**config.mk**
```make
export PLATFORM = sky130hd
export DESIGN_NAME = battery_charge_curve_interp_top
export DESIGN_NICKNAME = d
export VERILOG_FILES = /design/src/rtl/core/bcci_pkg.sv /design/src/rtl/core/bcci_dp.sv /design/src/rtl/core/bcci_ctrl.sv /design/src/rtl/core/battery_charge_curve_interp_top.sv
export SDC_FILE = /design/constraint.sdc
export NUM_CORES = 2
export LEC_CHECK = 0
export BUFFER_PORTS_ARGS = -buffer_cell sky130_fd_sc_hd__buf_2
export CAP_MARGIN = 5
export CORE_UTILIZATION = 35
export CTS_CLUSTER_DIAMETER = 100
export DETAILED_ROUTE_END_ITERATION = 6
export GPL_ROUTABILITY_DRIVEN = 0
export GPL_TIMING_DRIVEN = 0
export PLACE_DENSITY = 0.52
export SYNTH_ARGS = -nofsm -noshare
export SYNTH_HDL_FRONTEND = slang
export SYNTH_HIERARCHICAL = 1
export SYNTH_SLANG_ARGS = --single-unit
```
**constraint.sdc**
```tcl
create_clock -name clk -period 23.3 [get_ports clk]
set_input_delay 4.66 -clock clk [delete_from_list [all_inputs] [get_ports clk]]
set_output_delay 4.66 -clock clk [all_outputs]
set_load 0.02 [all_outputs]
```
**src/rtl/core/bcci_pkg.sv**
```systemverilog
`default_nettype none

package bcci_pkg;

    // Curve storage.
    localparam int CURVE_POINTS = 11;
    localparam int PT_IDX_W     = $clog2(CURVE_POINTS);
    localparam int SCAN_CNT_W   = $clog2(CURVE_POINTS + 1);

    // Field widths.
    localparam int VOLT_W  = 13;
    localparam int CAP_W   = 14;
    localparam int PACK_W  = 17;
    localparam int CELLS_W = 5;
    localparam int PCT_W   = 7;
    localparam int IDX_W   = 4;

    // Interpolation arithmetic.
    localparam int MUL_W  = CAP_W + 1;
    localparam int PROD_W = 2 * MUL_W;
    localparam int SUM_W  = PROD_W + 1;
    localparam int NUM_W  = VOLT_W + CAP_W;
    localparam int DEN_W  = VOLT_W + 7;
    localparam int QUOT_W = 8;
    localparam int STEP_W = 5;

    localparam logic [STEP_W-1:0] DIV_LAST_STEP    = STEP_W'(PACK_W - 1);
    localparam logic [STEP_W-1:0] QUOT_LAST_STEP   = STEP_W'(QUOT_W - 1);
    localparam logic [VOLT_W-1:0] FULL_CELL_MV_RST = 13'd4200;
    localparam logic [PCT_W-1:0]  PCT_FULL         = 7'd100;
    localparam logic [DEN_W-1:0]  PCT_SCALE        = 20'd100;

    localparam logic FUNC_ESTIMATE = 1'b0;
    localparam logic FUNC_LOAD     = 1'b1;

    typedef enum logic [3:0] {
        ST_IDLE,
        ST_DIVIDE,
        ST_CHECK,
        ST_SCAN,
        ST_MUL0,
        ST_MUL1,
        ST_SUM,
        ST_QUOT,
        ST_FINISH
    } bcci_state_t;

    typedef enum logic [1:0] {
        RES_NONE,
        RES_FULL,
        RES_INTERP
    } bcci_res_sel_t;

    typedef struct packed {
        logic          capture;
        logic          write_point;
        logic          div_step;
        logic          scan_init;
        logic          scan_step;
        logic          mul0;
        logic          mul1;
        logic          sum;
        logic          quot_step;
        logic          out_load;
        bcci_res_sel_t res_sel;
    } bcci_cmd_t;

    typedef struct packed {
        logic step_last;
        logic vcell_full;
        logic scan_hit;
        logic scan_end;
    } bcci_status_t;

endpackage

`default_nettype wire

```
**src/rtl/core/bcci_dp.sv**
```systemverilog
`default_nettype none

module bcci_dp (
    input  wire logic                            clk,
    input  wire logic                            rst_n,
    input  wire bcci_pkg::bcci_cmd_t             cmd,
    output bcci_pkg::bcci_status_t               status,
    input  wire logic                            cfg_write,
    input  wire logic [bcci_pkg::VOLT_W-1:0]     cfg_data,
    input  wire logic [bcci_pkg::IDX_W-1:0]      point_index,
    input  wire logic [bcci_pkg::VOLT_W-1:0]     point_voltage_mv,
    input  wire logic [bcci_pkg::CAP_W-1:0]      point_capacity,
    input  wire logic [bcci_pkg::PACK_W-1:0]     pack_voltage_mv,
    input  wire logic [bcci_pkg::CELLS_W-1:0]    cell_count,
    output logic      [bcci_pkg::PCT_W-1:0]      charge_percent,
    output logic                                 segment_found
);
    import bcci_pkg::*;

    logic [VOLT_W-1:0] curve_voltage_mem [CURVE_POINTS];
    logic [CAP_W-1:0]  curve_capacity_mem [CURVE_POINTS];

    logic [VOLT_W-1:0]     full_cell_mv_reg;
    logic [STEP_W-1:0]     step_cnt_reg;

    // Pack voltage divider.
    logic [PACK_W-1:0]     quo_reg;
    logic [CELLS_W-1:0]    rem_reg;
    logic [CELLS_W-1:0]    cells_reg;
    logic [CELLS_W:0]      div_shift;
    logic                  div_ge;
    logic [CELLS_W:0]      div_diff;
    logic [PACK_W-1:0]     vcell;

    // Curve scan.
    logic [SCAN_CNT_W-1:0] scan_addr_reg;
    logic [PT_IDX_W-1:0]   rd_idx_reg;
    logic [PT_IDX_W-1:0]   rd_addr;
    logic                  rd_en;
    logic [VOLT_W-1:0]     rd_v_reg;
    logic [CAP_W-1:0]      rd_c_reg;
    logic [VOLT_W-1:0]     prev_v_reg;
    logic [CAP_W-1:0]      prev_c_reg;
    logic [VOLT_W-1:0]     seg_v0_reg;
    logic [VOLT_W-1:0]     seg_v1_reg;
    logic [CAP_W-1:0]      seg_c0_reg;
    logic [CAP_W-1:0]      seg_c1_reg;

    // Interpolation.
    logic [VOLT_W-1:0]        dvolt;
    logic [VOLT_W-1:0]        dv;
    logic signed [MUL_W-1:0]  dc;
    logic signed [MUL_W-1:0]  mul_a;
    logic signed [MUL_W-1:0]  mul_b;
    logic signed [PROD_W-1:0] prod;
    logic signed [PROD_W-1:0] acc_reg;
    logic signed [PROD_W-1:0] prod_reg;
    logic signed [SUM_W-1:0]  sum_w;
    logic [NUM_W-1:0]         num_w;
    logic [DEN_W-1:0]         den_w;
    logic [NUM_W-1:0]         num_rem_reg;
    logic [NUM_W-1:0]         den_sh_reg;
    logic [QUOT_W-1:0]        q_reg;
    logic                     quot_ge;

    logic [PCT_W-1:0] pct_w;
    logic             found_w;

    always_ff @(posedge clk or negedge rst_n) begin
        if (!rst_n)
        begin
            full_cell_mv_reg <= FULL_CELL_MV_RST;
            step_cnt_reg     <= '0;
        end
        else
        begin
            if (cfg_write)
            begin
                full_cell_mv_reg <= cfg_data;
            end
            if (cmd.capture)
            begin
                step_cnt_reg <= DIV_LAST_STEP;
            end
            else if (cmd.sum)
            begin
                step_cnt_reg <= QUOT_LAST_STEP;
            end
            else if (cmd.div_step || cmd.quot_step)
            begin
                step_cnt_reg <= step_cnt_reg - 1'b1;
            end
        end
    end

    // Curve memories.
    always_ff @(posedge clk) begin
        if (cmd.write_point && (32'(point_index) < CURVE_POINTS))
        begin
            curve_voltage_mem[PT_IDX_W'(point_index)]  <= point_voltage_mv;
            curve_capacity_mem[PT_IDX_W'(point_index)] <= point_capacity;
        end
        if (rd_en)
        begin
            rd_v_reg <= curve_voltage_mem[rd_addr];
            rd_c_reg <= curve_capacity_mem[rd_addr];
        end
    end

    assign rd_addr = cmd.scan_init ? '0 : scan_addr_reg[PT_IDX_W-1:0];
    assign rd_en   = cmd.scan_init ||
                     (cmd.scan_step && (32'(scan_addr_reg) < CURVE_POINTS));

    // One quotient bit per step, restoring.
    assign div_shift = {rem_reg, quo_reg[PACK_W-1]};
    assign div_ge    = div_shift >= {1'b0, cells_reg};
    assign div_diff  = div_shift - {1'b0, cells_reg};
    assign vcell     = (cells_reg == '0) ? '0 : quo_reg;

    assign dvolt = seg_v1_reg - seg_v0_reg;
    assign dv    = vcell[VOLT_W-1:0] - seg_v0_reg;
    assign dc    = signed'(MUL_W'(seg_c1_reg)) - signed'(MUL_W'(seg_c0_reg));

    // One shared multiplier: c0*dV first, then dc*dv.
    always_comb begin
        if (cmd.mul1)
        begin
            mul_a = dc;
            mul_b = signed'(MUL_W'(dv));
        end
        else
        begin
            mul_a = signed'(MUL_W'(seg_c0_reg));
            mul_b = signed'(MUL_W'(dvolt));
        end
    end

    assign prod    = mul_a * mul_b;
    assign sum_w   = SUM_W'(acc_reg) + SUM_W'(prod_reg);
    assign num_w   = sum_w[SUM_W-1] ? '0 : sum_w[NUM_W-1:0];
    assign den_w   = DEN_W'(dvolt) * PCT_SCALE;
    assign quot_ge = num_rem_reg >= den_sh_reg;

    always_ff @(posedge clk) begin
        if (cmd.capture)
        begin
            quo_reg   <= pack_voltage_mv;
            rem_reg   <= '0;
            cells_reg <= cell_count;
        end
        else if (cmd.div_step)
        begin
            quo_reg <= {quo_reg[PACK_W-2:0], div_ge};
            rem_reg <= div_ge ? div_diff[CELLS_W-1:0] : div_shift[CELLS_W-1:0];
        end

        if (cmd.scan_init)
        begin
            scan_addr_reg <= SCAN_CNT_W'(1);
            rd_idx_reg    <= '0;
        end
        else if (cmd.scan_step)
        begin
            scan_addr_reg <= scan_addr_reg + 1'b1;
            rd_idx_reg    <= scan_addr_reg[PT_IDX_W-1:0];
            prev_v_reg    <= rd_v_reg;
            prev_c_reg    <= rd_c_reg;
        end

        if (cmd.scan_step && status.scan_hit)
        begin
            seg_v0_reg <= prev_v_reg;
            seg_v1_reg <= rd_v_reg;
            seg_c0_reg <= prev_c_reg;
            seg_c1_reg <= rd_c_reg;
        end

        if (cmd.mul0)
        begin
            acc_reg <= prod;
        end
        if (cmd.mul1)
        begin
            prod_reg <= prod;
        end

        // The quotient is known to stay below 256, so eight steps suffice.
        if (cmd.sum)
        begin
            num_rem_reg <= num_w;
            den_sh_reg  <= NUM_W'(den_w) << (QUOT_W - 1);
            q_reg       <= '0;
        end
        else if (cmd.quot_step)
        begin
            if (quot_ge)
            begin
                num_rem_reg <= num_rem_reg - den_sh_reg;
            end
            den_sh_reg <= den_sh_reg >> 1;
            q_reg      <= {q_reg[QUOT_W-2:0], quot_ge};
        end

        if (cmd.out_load)
        begin
            charge_percent <= pct_w;
            segment_found  <= found_w;
        end
    end

    always_comb begin
        case (cmd.res_sel)
            RES_FULL:
            begin
                pct_w   = PCT_FULL;
                found_w = 1'b1;
            end
            RES_INTERP:
            begin
                pct_w   = (q_reg > QUOT_W'(PCT_FULL)) ? PCT_FULL : q_reg[PCT_W-1:0];
                found_w = 1'b1;
            end
            default:
            begin
                pct_w   = '0;
                found_w = 1'b0;
            end
        endcase
    end

    assign status.step_last  = step_cnt_reg == '0;
    assign status.vcell_full = vcell >= PACK_W'(full_cell_mv_reg);
    assign status.scan_hit   = (rd_idx_reg != '0) &&
                               (vcell > PACK_W'(prev_v_reg)) &&
                               (vcell <= PACK_W'(rd_v_reg));
    assign status.scan_end   = rd_idx_reg == PT_IDX_W'(CURVE_POINTS - 1);

endmodule

`default_nettype wire

```
**src/rtl/core/bcci_ctrl.sv**
```systemverilog
`default_nettype none

module bcci_ctrl (
    input  wire logic                   clk,
    input  wire logic                   rst_n,
    input  wire logic                   item_valid,
    input  wire logic                   func,
    output logic                        item_stall,
    output logic                        result_valid,
    input  wire logic                   result_stall,
    input  wire bcci_pkg::bcci_status_t status,
    output bcci_pkg::bcci_cmd_t         cmd
);
    import bcci_pkg::*;

    bcci_state_t   state_reg;
    bcci_state_t   state_next;
    bcci_res_sel_t res_sel_reg;
    bcci_res_sel_t res_sel_next;
    logic          out_valid_reg;
    logic          out_valid_next;
    logic          out_free;

    // The output register can take a new result once the old one leaves.
    assign out_free     = !out_valid_reg || !result_stall;
    assign item_stall   = state_reg != ST_IDLE;
    assign result_valid = out_valid_reg;

    always_ff @(posedge clk or negedge rst_n) begin
        if (!rst_n)
        begin
            state_reg     <= ST_IDLE;
            res_sel_reg   <= RES_NONE;
            out_valid_reg <= 1'b0;
        end
        else
        begin
            state_reg     <= state_next;
            res_sel_reg   <= res_sel_next;
            out_valid_reg <= out_valid_next;
        end
    end

    always_comb begin
        state_next     = state_reg;
        res_sel_next   = res_sel_reg;
        out_valid_next = out_valid_reg && result_stall;
        case (state_reg)
            ST_IDLE:
            begin
                if (item_valid)
                begin
                    if (func == FUNC_LOAD)
                    begin
                        res_sel_next = RES_NONE;
                        state_next   = ST_FINISH;
                    end
                    else
                    begin
                        state_next = ST_DIVIDE;
                    end
                end
            end
            ST_DIVIDE:
            begin
                if (status.step_last)
                begin
                    state_next = ST_CHECK;
                end
            end
            ST_CHECK:
            begin
                if (status.vcell_full)
                begin
                    res_sel_next = RES_FULL;
                    state_next   = ST_FINISH;
                end
                else
                begin
                    state_next = ST_SCAN;
                end
            end
            ST_SCAN:
            begin
                if (status.scan_hit)
                begin
                    state_next = ST_MUL0;
                end
                else if (status.scan_end)
                begin
                    res_sel_next = RES_NONE;
                    state_next   = ST_FINISH;
                end
            end
            ST_MUL0:
            begin
                state_next = ST_MUL1;
            end
            ST_MUL1:
            begin
                state_next = ST_SUM;
            end
            ST_SUM:
            begin
                state_next = ST_QUOT;
            end
            ST_QUOT:
            begin
                if (status.step_last)
                begin
                    res_sel_next = RES_INTERP;
                    state_next   = ST_FINISH;
                end
            end
            ST_FINISH:
            begin
                if (out_free)
                begin
                    out_valid_next = 1'b1;
                    state_next     = ST_IDLE;
                end
            end
            default:
            begin
                state_next = ST_IDLE;
            end
        endcase
    end

    always_comb begin
        cmd         = '0;
        cmd.res_sel = res_sel_reg;
        case (state_reg)
            ST_IDLE:
            begin
                cmd.write_point = item_valid && (func == FUNC_LOAD);
                cmd.capture     = item_valid && (func == FUNC_ESTIMATE);
            end
            ST_DIVIDE:
            begin
                cmd.div_step = 1'b1;
            end
            ST_CHECK:
            begin
                cmd.scan_init = !status.vcell_full;
            end
            ST_SCAN:
            begin
                cmd.scan_step = 1'b1;
            end
            ST_MUL0:
            begin
                cmd.mul0 = 1'b1;
            end
            ST_MUL1:
            begin
                cmd.mul1 = 1'b1;
            end
            ST_SUM:
            begin
                cmd.sum = 1'b1;
            end
            ST_QUOT:
            begin
                cmd.quot_step = 1'b1;
            end
            ST_FINISH:
            begin
                cmd.out_load = out_free;
            end
            default:
            begin
                cmd.res_sel = RES_NONE;
            end
        endcase
    end

endmodule

`default_nettype wire

```
**src/rtl/core/battery_charge_curve_interp_top.sv**
```systemverilog
`default_nettype none

// Channel   Handshake                   Payload
// item      item_valid / item_stall     func, point_index, point_voltage_mv,
//                                       point_capacity, pack_voltage_mv, cell_count
// result    result_valid / result_stall charge_percent, segment_found
// config    cfg_write                   cfg_data (full_cell_mv)
//
// A load item writes its point on acceptance and still returns a result, with segment_found low.
// The 17-step serial pack divider, the curve scan at one point per memory read,
// and the 8-step percent divider set the estimate time.
// One item is worked on at a time; a new item is taken while a result waits.
// Reset clears the control and sets full_cell_mv to 4200; curve points hold
// nothing until loaded.

module battery_charge_curve_interp_top (
    input  wire logic                            clk,
    input  wire logic                            rst_n,
    input  wire logic                            cfg_write,
    input  wire logic [bcci_pkg::VOLT_W-1:0]     cfg_data,
    input  wire logic                            item_valid,
    output logic                                 item_stall,
    input  wire logic                            func,
    input  wire logic [bcci_pkg::IDX_W-1:0]      point_index,
    input  wire logic [bcci_pkg::VOLT_W-1:0]     point_voltage_mv,
    input  wire logic [bcci_pkg::CAP_W-1:0]      point_capacity,
    input  wire logic [bcci_pkg::PACK_W-1:0]     pack_voltage_mv,
    input  wire logic [bcci_pkg::CELLS_W-1:0]    cell_count,
    output logic                                 result_valid,
    input  wire logic                            result_stall,
    output logic      [bcci_pkg::PCT_W-1:0]      charge_percent,
    output logic                                 segment_found
);
    import bcci_pkg::*;

    bcci_cmd_t    cmd;
    bcci_status_t status;

    bcci_ctrl u_ctrl (
        .clk          (clk),
        .rst_n        (rst_n),
        .item_valid   (item_valid),
        .func         (func),
        .item_stall   (item_stall),
        .result_valid (result_valid),
        .result_stall (result_stall),
        .status       (status),
        .cmd          (cmd)
    );

    bcci_dp u_dp (
        .clk              (clk),
        .rst_n            (rst_n),
        .cmd              (cmd),
        .status           (status),
        .cfg_write        (cfg_write),
        .cfg_data         (cfg_data),
        .point_index      (point_index),
        .point_voltage_mv (point_voltage_mv),
        .point_capacity   (point_capacity),
        .pack_voltage_mv  (pack_voltage_mv),
        .cell_count       (cell_count),
        .charge_percent   (charge_percent),
        .segment_found    (segment_found)
    );

endmodule

`default_nettype wire
```
[After elaboration in Yosys (flattened, before gate mapping)]
Memories as Yosys holds them, arrays and structs flattened. A register that Yosys moved wholly into a read port is not among the register bits.
Index checks and enable logic that the tools add are counted.
Word-level totals
  register bits after elaboration: 269
  bits in latches: 0
  RAM bits: 297
  bits in read-only memories: 0
  input port bits: 72
  memories kept: 2
Memory list
  u_dp.curve_capacity_mem: words 11, width 14, rd ports 1, clocked after Yosys merged registers in 1, wr ports 1, RTL line bcci_dp.sv:21  | logic [CAP_W-1:0] curve_capacity_mem [CURVE_POINTS];
  u_dp.curve_voltage_mem: words 11, width 13, rd ports 1, clocked after Yosys merged registers in 1, wr ports 1, RTL line bcci_dp.sv:20  | logic [VOLT_W-1:0] curve_voltage_mem [CURVE_POINTS];
Operators by class
  add/sub/neg operators: 8
  multiply operators: 2
  divide/modulo/power cells: 0
  order comparisons: 8
  equality and inequality tests: 20
  shifts and indexed selects: 0
  muxes and demuxes: 49
  bitwise logic cells: 2
  reductions and logical operators: 30
Operator list (count)
  $mux 27: 6
  $mux 17: 3
  $mux 4: 9
  $pmux 4 s9: 1
  $add 29x29->30: 1
  $mul 15x14->29: 1
  $ge 27x27->1: 1
  $sub 27x27->27: 1
  $sub 13x13->13: 2
  $mux 5: 4
  $mul 13x5->18 const B: 1
  $ge 17x13->1: 1
  $gt 17x13->1: 1
  $le 17x13->1: 1
  $eq 4x3->1 const B: 4
  $mux 2: 8
  $mux 15: 1
  $sub 14x14->15: 1
  $pmux 7 s2: 1
  $mux 1: 13
  $mux 13: 1
  $ne 2x2->1 const B: 6
  $reduce_bool 4->1: 3
  $logic_not 5->1: 2
  27 further kinds: 46

[Depth between registers and ports, before layout]
  word-level depth: 7
  mapped depth: 37

[Cells and area by module]
Netlist, hierarchy kept.
Modules (own cells, without submodules)
  bcci_dp: instances 1, cells each 3211, area each 36622.6 um^2, sequential area each 17211.5 um^2
  bcci_ctrl: instances 1, cells each 64, area each 540.5 um^2, sequential area each 175.2 um^2

[Worst setup path after synthesis]
Ideal clock, no wire load.
  path type: register -> register
  start point: register u_ctrl.state_reg[1]
  end point: register u_dp.acc_reg[25] (data pin)
  library setup time: 0.265 ns
  data arrival time: 9.082 ns
  slack: 13.953 ns
  cell stages (with the launch flop): 29
  path through: dfrtp_1 > buf_4 > nand2b_1 > nor2_1 > clkbuf_1 > clkbuf_1 > buf_1 > buf_1 > nand2_1 > o21ai_1 > nand2_1 > fa_1 > inv_1 > fa_1 > inv_1 > fa_1 > inv_1 > fa_1 > fa_1 > fa_1 > ha_1 > and3_1 > and3_1 > a22oi_1 > o21ai_0 > a221o_1 > a211oi_1 > nor2_1 > a311o_1
RTL lines
  start: declaration: RTL line bcci_ctrl.sv:16  | bcci_state_t state_reg;
  start signal: assignment: RTL line bcci_ctrl.sv:38  | state_reg <= state_next;
  end signal: assignment: RTL line bcci_dp.sv:180  | acc_reg <= prod;
  end: declaration: RTL line bcci_dp.sv:56  | logic signed [PROD_W-1:0] acc_reg;

[Final worst setup path]
  start point: register u_dp.cells_reg[4]
  end point: register u_dp.acc_reg[25] (data pin)
On the way
  cells in the longest elaborated chain, start to end: 5
RTL lines
  start: declaration: RTL line bcci_dp.sv:29  | logic [CELLS_W-1:0] cells_reg;
  start signal: assignment: RTL line bcci_dp.sv:149  | cells_reg <= cell_count;
  $logic_not 5->1: RTL line bcci_dp.sv:118  | assign vcell = (cells_reg == '0) ? '0 : quo_reg;
  $mux 17: RTL line bcci_dp.sv:118
  $sub 13x13->13: RTL line bcci_dp.sv:121  | assign dv = vcell[VOLT_W-1:0] - seg_v0_reg;
  $mux 13: RTL line bcci_dp.sv:126  | if (cmd.mul1)
  $mul 15x14->29: RTL line bcci_dp.sv:138  | assign prod = mul_a * mul_b;
  net u_dp.prod[25]: RTL line bcci_dp.sv:55  | logic signed [PROD_W-1:0] prod;
The timed path passes the listed nets, and every way through them passes these cells.
A chain may end at the register's enable or synchronous reset.

==> summary.md <==
| Metric | Value |
|---|---|
| FF/Latch Area | `17390 um^2` |
| Core area | `105300 um^2` |
| N_diodes | `0` |
| Initial antenna violation count | `4` |
| All-Layer GR Usage | `0.1749` |
| Area share of the largest cell type after synthesis | `0.4347` |
| First-pass DRT Iterations | `7` |
| Setup TNS | `0 ns` |
| Synthesized area per cell | `11.35 um^2` |
| Min Tclk post-route | `10.99 ns` |
| Worst hold path class | `register to register` |
| Post-synth EDFFs | `538` |
| Cell taking the most area after synthesis | `edfxtp_1` |
| Largest net degree at the start of global routing | `28` |
| Hpwl dp | `72.42 mm` |
| DRC | `0` |
| Max_slew headroom | `0.1242` |
| Port Buf Inserts | `81` |
| Worst-Skew Late Latency | `0.66 ns` |
| Final setup vio count | `0` |
| Synth Register Bits | `593` |
| Routed WL | `93.75 mm` |
| CTS Root Buffer Type | `clkbuf_16` |
| Total gr overflow | `0` |
| CP peak stage delay | `0.62 ns` |
| Max reg flops | `154` |
| Buf/Inv on CP | `6` |
| Starting Density | `0.3530` |
| Main area contributors after synthesis | `edfxtp_1 43%, fa_1 11%, ha_1 8.5%` |
| Worst path arrival time | `11.35 ns` |
| Synth warn | `6` |
| Post-synthesis adder-cell area fraction | `0.1957` |
| Vias in the first global route | `25180` |
| Post-synthesis cell type count | `85` |
| Most common cell in the netlist | `edfxtp_1` |
| Layout cell share with drive strength beyond 1 | `0.09420` |
| Hold Buf Count CTS | `0` |
| Post-layout worst setup margin | `12.31 ns` |
| Clock transition at path regs | `0.06 ns` |
| Clock H-tree levels | `2` |
| Post-route clock period utilization | `0.4719` |
| Post-Synth Simple-Gate Area | `0.1011` |
| Max Cap Violations | `0` |
| Iter 0 DRT Violations | `1407` |
| Post-synthesis mux area share | `0.03953` |
| Clock skew | `0.03544 ns` |
| CP dominant cell by count | `fa_1` |
| Multi-input logic area | `17960 um^2` |
| LEAKAGE | `16.70 nW` |
| Total power | `0.004614 W` |
| Worst Setup Start Kind | `register` |
| Die H | `327.9 um` |
| Worst path top cell family by delay | `adder cells` |
| Async SR Flop Fraction | `0.04216` |
| Final #Nets | `3982` |
| First-pass GRT wire length | `145.9 mm` |
| Post-cts sizing count | `0` |
| Die footprint | `107500 um^2` |
| Clock Path Buffers | `3` |
| CTS sink cnt | `593` |
| Endpoints failing hold | `0` |
| Status | `complete, no violations` |
| Fmax | `90.95 MHz` |
| RSZ-0062 raised after global routing | `no` |
| Largest Register | `u_dp/curve_capacity_mem` |
| Worst-Margin Slew | `1.300 ns` |
| Routed len/inst | `19.16 um` |
| P per Cell Area | `110.2 nW/um^2` |
| Area grow syn2layout | `12.64%` |
| Max FO, Critical Path | `10` |
| Sequential share of the synthesized area | `0.4678` |
| Largest family of logic cells by synthesized area | `adder cells` |
| Fillers | `10250` |
| VDD IR max | `0.08949 mV` |
| Synth Area in XOR/XNOR | `0.02757` |
| Primary FF master, synth | `edfxtp_1` |
| CTS buffer count | `61` |
| I/O pin cnt | `82` |
| Site row count | `119` |
| Die X | `327.9 um` |
| Synth Area in Compound Gates | `0.1155` |
| Fin. max-slew vios | `0` |
| Postcts setup bufs | `0` |
| Max stage delay cell, worst path | `or4_4` |
| Vias | `24670` |
| Setup crit end kind | `register` |
| Place WS | `12.30 ns` |
| Largest regs | `u_dp/curve_capacity_mem (154), u_dp/curve_voltage_mem (143)` |
| Critical Path RT | `23.66 ns` |
| CTS tree | `yes` |
| Synth Instances | `3275` |
| Synth Cell Area | `37160 um^2` |
| Post-DRT Antenna Nets | `0` |
| Kind of critical path | `register to register` |
| Vias per cell | `5.041` |
| Top cells by count, synth | `538 x edfxtp_1, 400 x inv_1, 251 x ha_1` |
| Syn_nets | `3803` |
==> worst reg2reg max path, delay by kind of cell (launching register included) <==
| family | cells | cell delay (ns) |
|---|---|---|
| DFF | 1 | 0.41 |
| adders and majority gates | 9 | 4.11 |
| buffers and inverters | 6 | 0.95 |
| xor gates and xnor gates | 1 | 0.24 |
| AOI/OAI and AO/OA | 10 | 3.01 |
| and+or+nand+nor | 8 | 1.96 |
==> final cells by class <==
| cell class | instances | area share |
|---|---|---|
| tap | 1391 | 0.04158 |
| buffer | 112 | 0.01079 |
| clock buffer | 75 | 0.03820 |
| sequential | 593 | 0.4154 |
| inverter | 401 | 0.03596 |
| clock inverter | 37 | 0.007981 |
| multi-input combinational | 2169 | 0.4290 |
| timing repair buffer | 116 | 0.02119 |
==> per-layer routing <==
layer,wire [um],vias up,track usage
met3,3703,109,0.02524
met4,2033,8,0.04490
met1,42050,12180,0.2306
met2,45920,428,0.3001
li1,-,11950,-
met5,39,-,0
==> power breakdown <==
group	internal [W]	switching [W]	total, W
combinational	0.000865	0.00137	0.00224
clock	0.000531	0.000414	0.000946
sequential	0.00139	0.0000413	0.00143
==> metrics by stage <==
stage	hold WS [ns]	util	area [um^2]	std cells
6_report	0.4183	0.3977	41860	4894
5_1_grt	0.4218	0.3977	41860	4894
4_1_cts	0.4194	0.3975	41840	4891
3_5_place_dp	0.4054	0.3791	39910	4779
3_3_place_gp	0.4012	0.3734	39310	4747
2_1_floorplan	0.4003	-	37160	3275
==> cell usage in the layout (no fill, tap or decap), drive strengths merged, types with 8 or more instances in the layout <==
cell type  count
xnor2         69
o22ai         43
nand2b        29
edfxtp       538
nand2        249
nor2         181
o21ai        148
a31oi         12
a21o          49
nor2b         59
o31ai         20
mux2          78
xor2          48
o21a          31
o21bai        15
a211oi        22
dfxtp         30
fa           205
and3          25
nand3b        11
nand3         58
dfrtp         21
nor3b          8
mux2i         59
inv          401
a21oi        223
and2          53
nor3          39
or3           18
clkbuf       163
o221ai        31
a211o         10
nor4          11
clkinv        31
ha           251
buf          140
==> logic make-up (layout without fill, tap and decap cells) <==
logic type,Yosys count,after routing
compound gates,680,680
mux,137,137
fa+ha+maj,459,459
xor+xnor,117,117
simple gates,776,776
flops,593,593
buf+inv,513,741
==> path summary, 6_finish.rpt <==
| kind | startpoint | endpoint | slack (ns) | cells after the start |
|---|---|---|---|---|
| max reg2reg | u_dp/cells_reg[4]$_DFFE_PP_ | u_dp/acc_reg[25]$_DFFE_PP_ | 12.31 | 34 |
| min | u_dp/prev_c_reg[13]$_DFFE_PP_ | u_dp/seg_c0_reg[13]$_DFFE_PP_ | 0.42 | 0 |
| max in group asynchronous | rst_n | u_dp/step_cnt_reg[0]$_DFFE_PN0P_ | 18.88 | 1 |
| max | u_dp/cells_reg[4]$_DFFE_PP_ | u_dp/acc_reg[25]$_DFFE_PP_ | 12.31 | 34 |
| min reg2reg | u_dp/prev_c_reg[13]$_DFFE_PP_ | u_dp/seg_c0_reg[13]$_DFFE_PP_ | 0.42 | 0 |
| min in group asynchronous | rst_n | u_dp/full_cell_mv_reg[2]$_DFFE_PN0P_ | 4.02 | 1 |
Power figures use the tool's default switching activity.
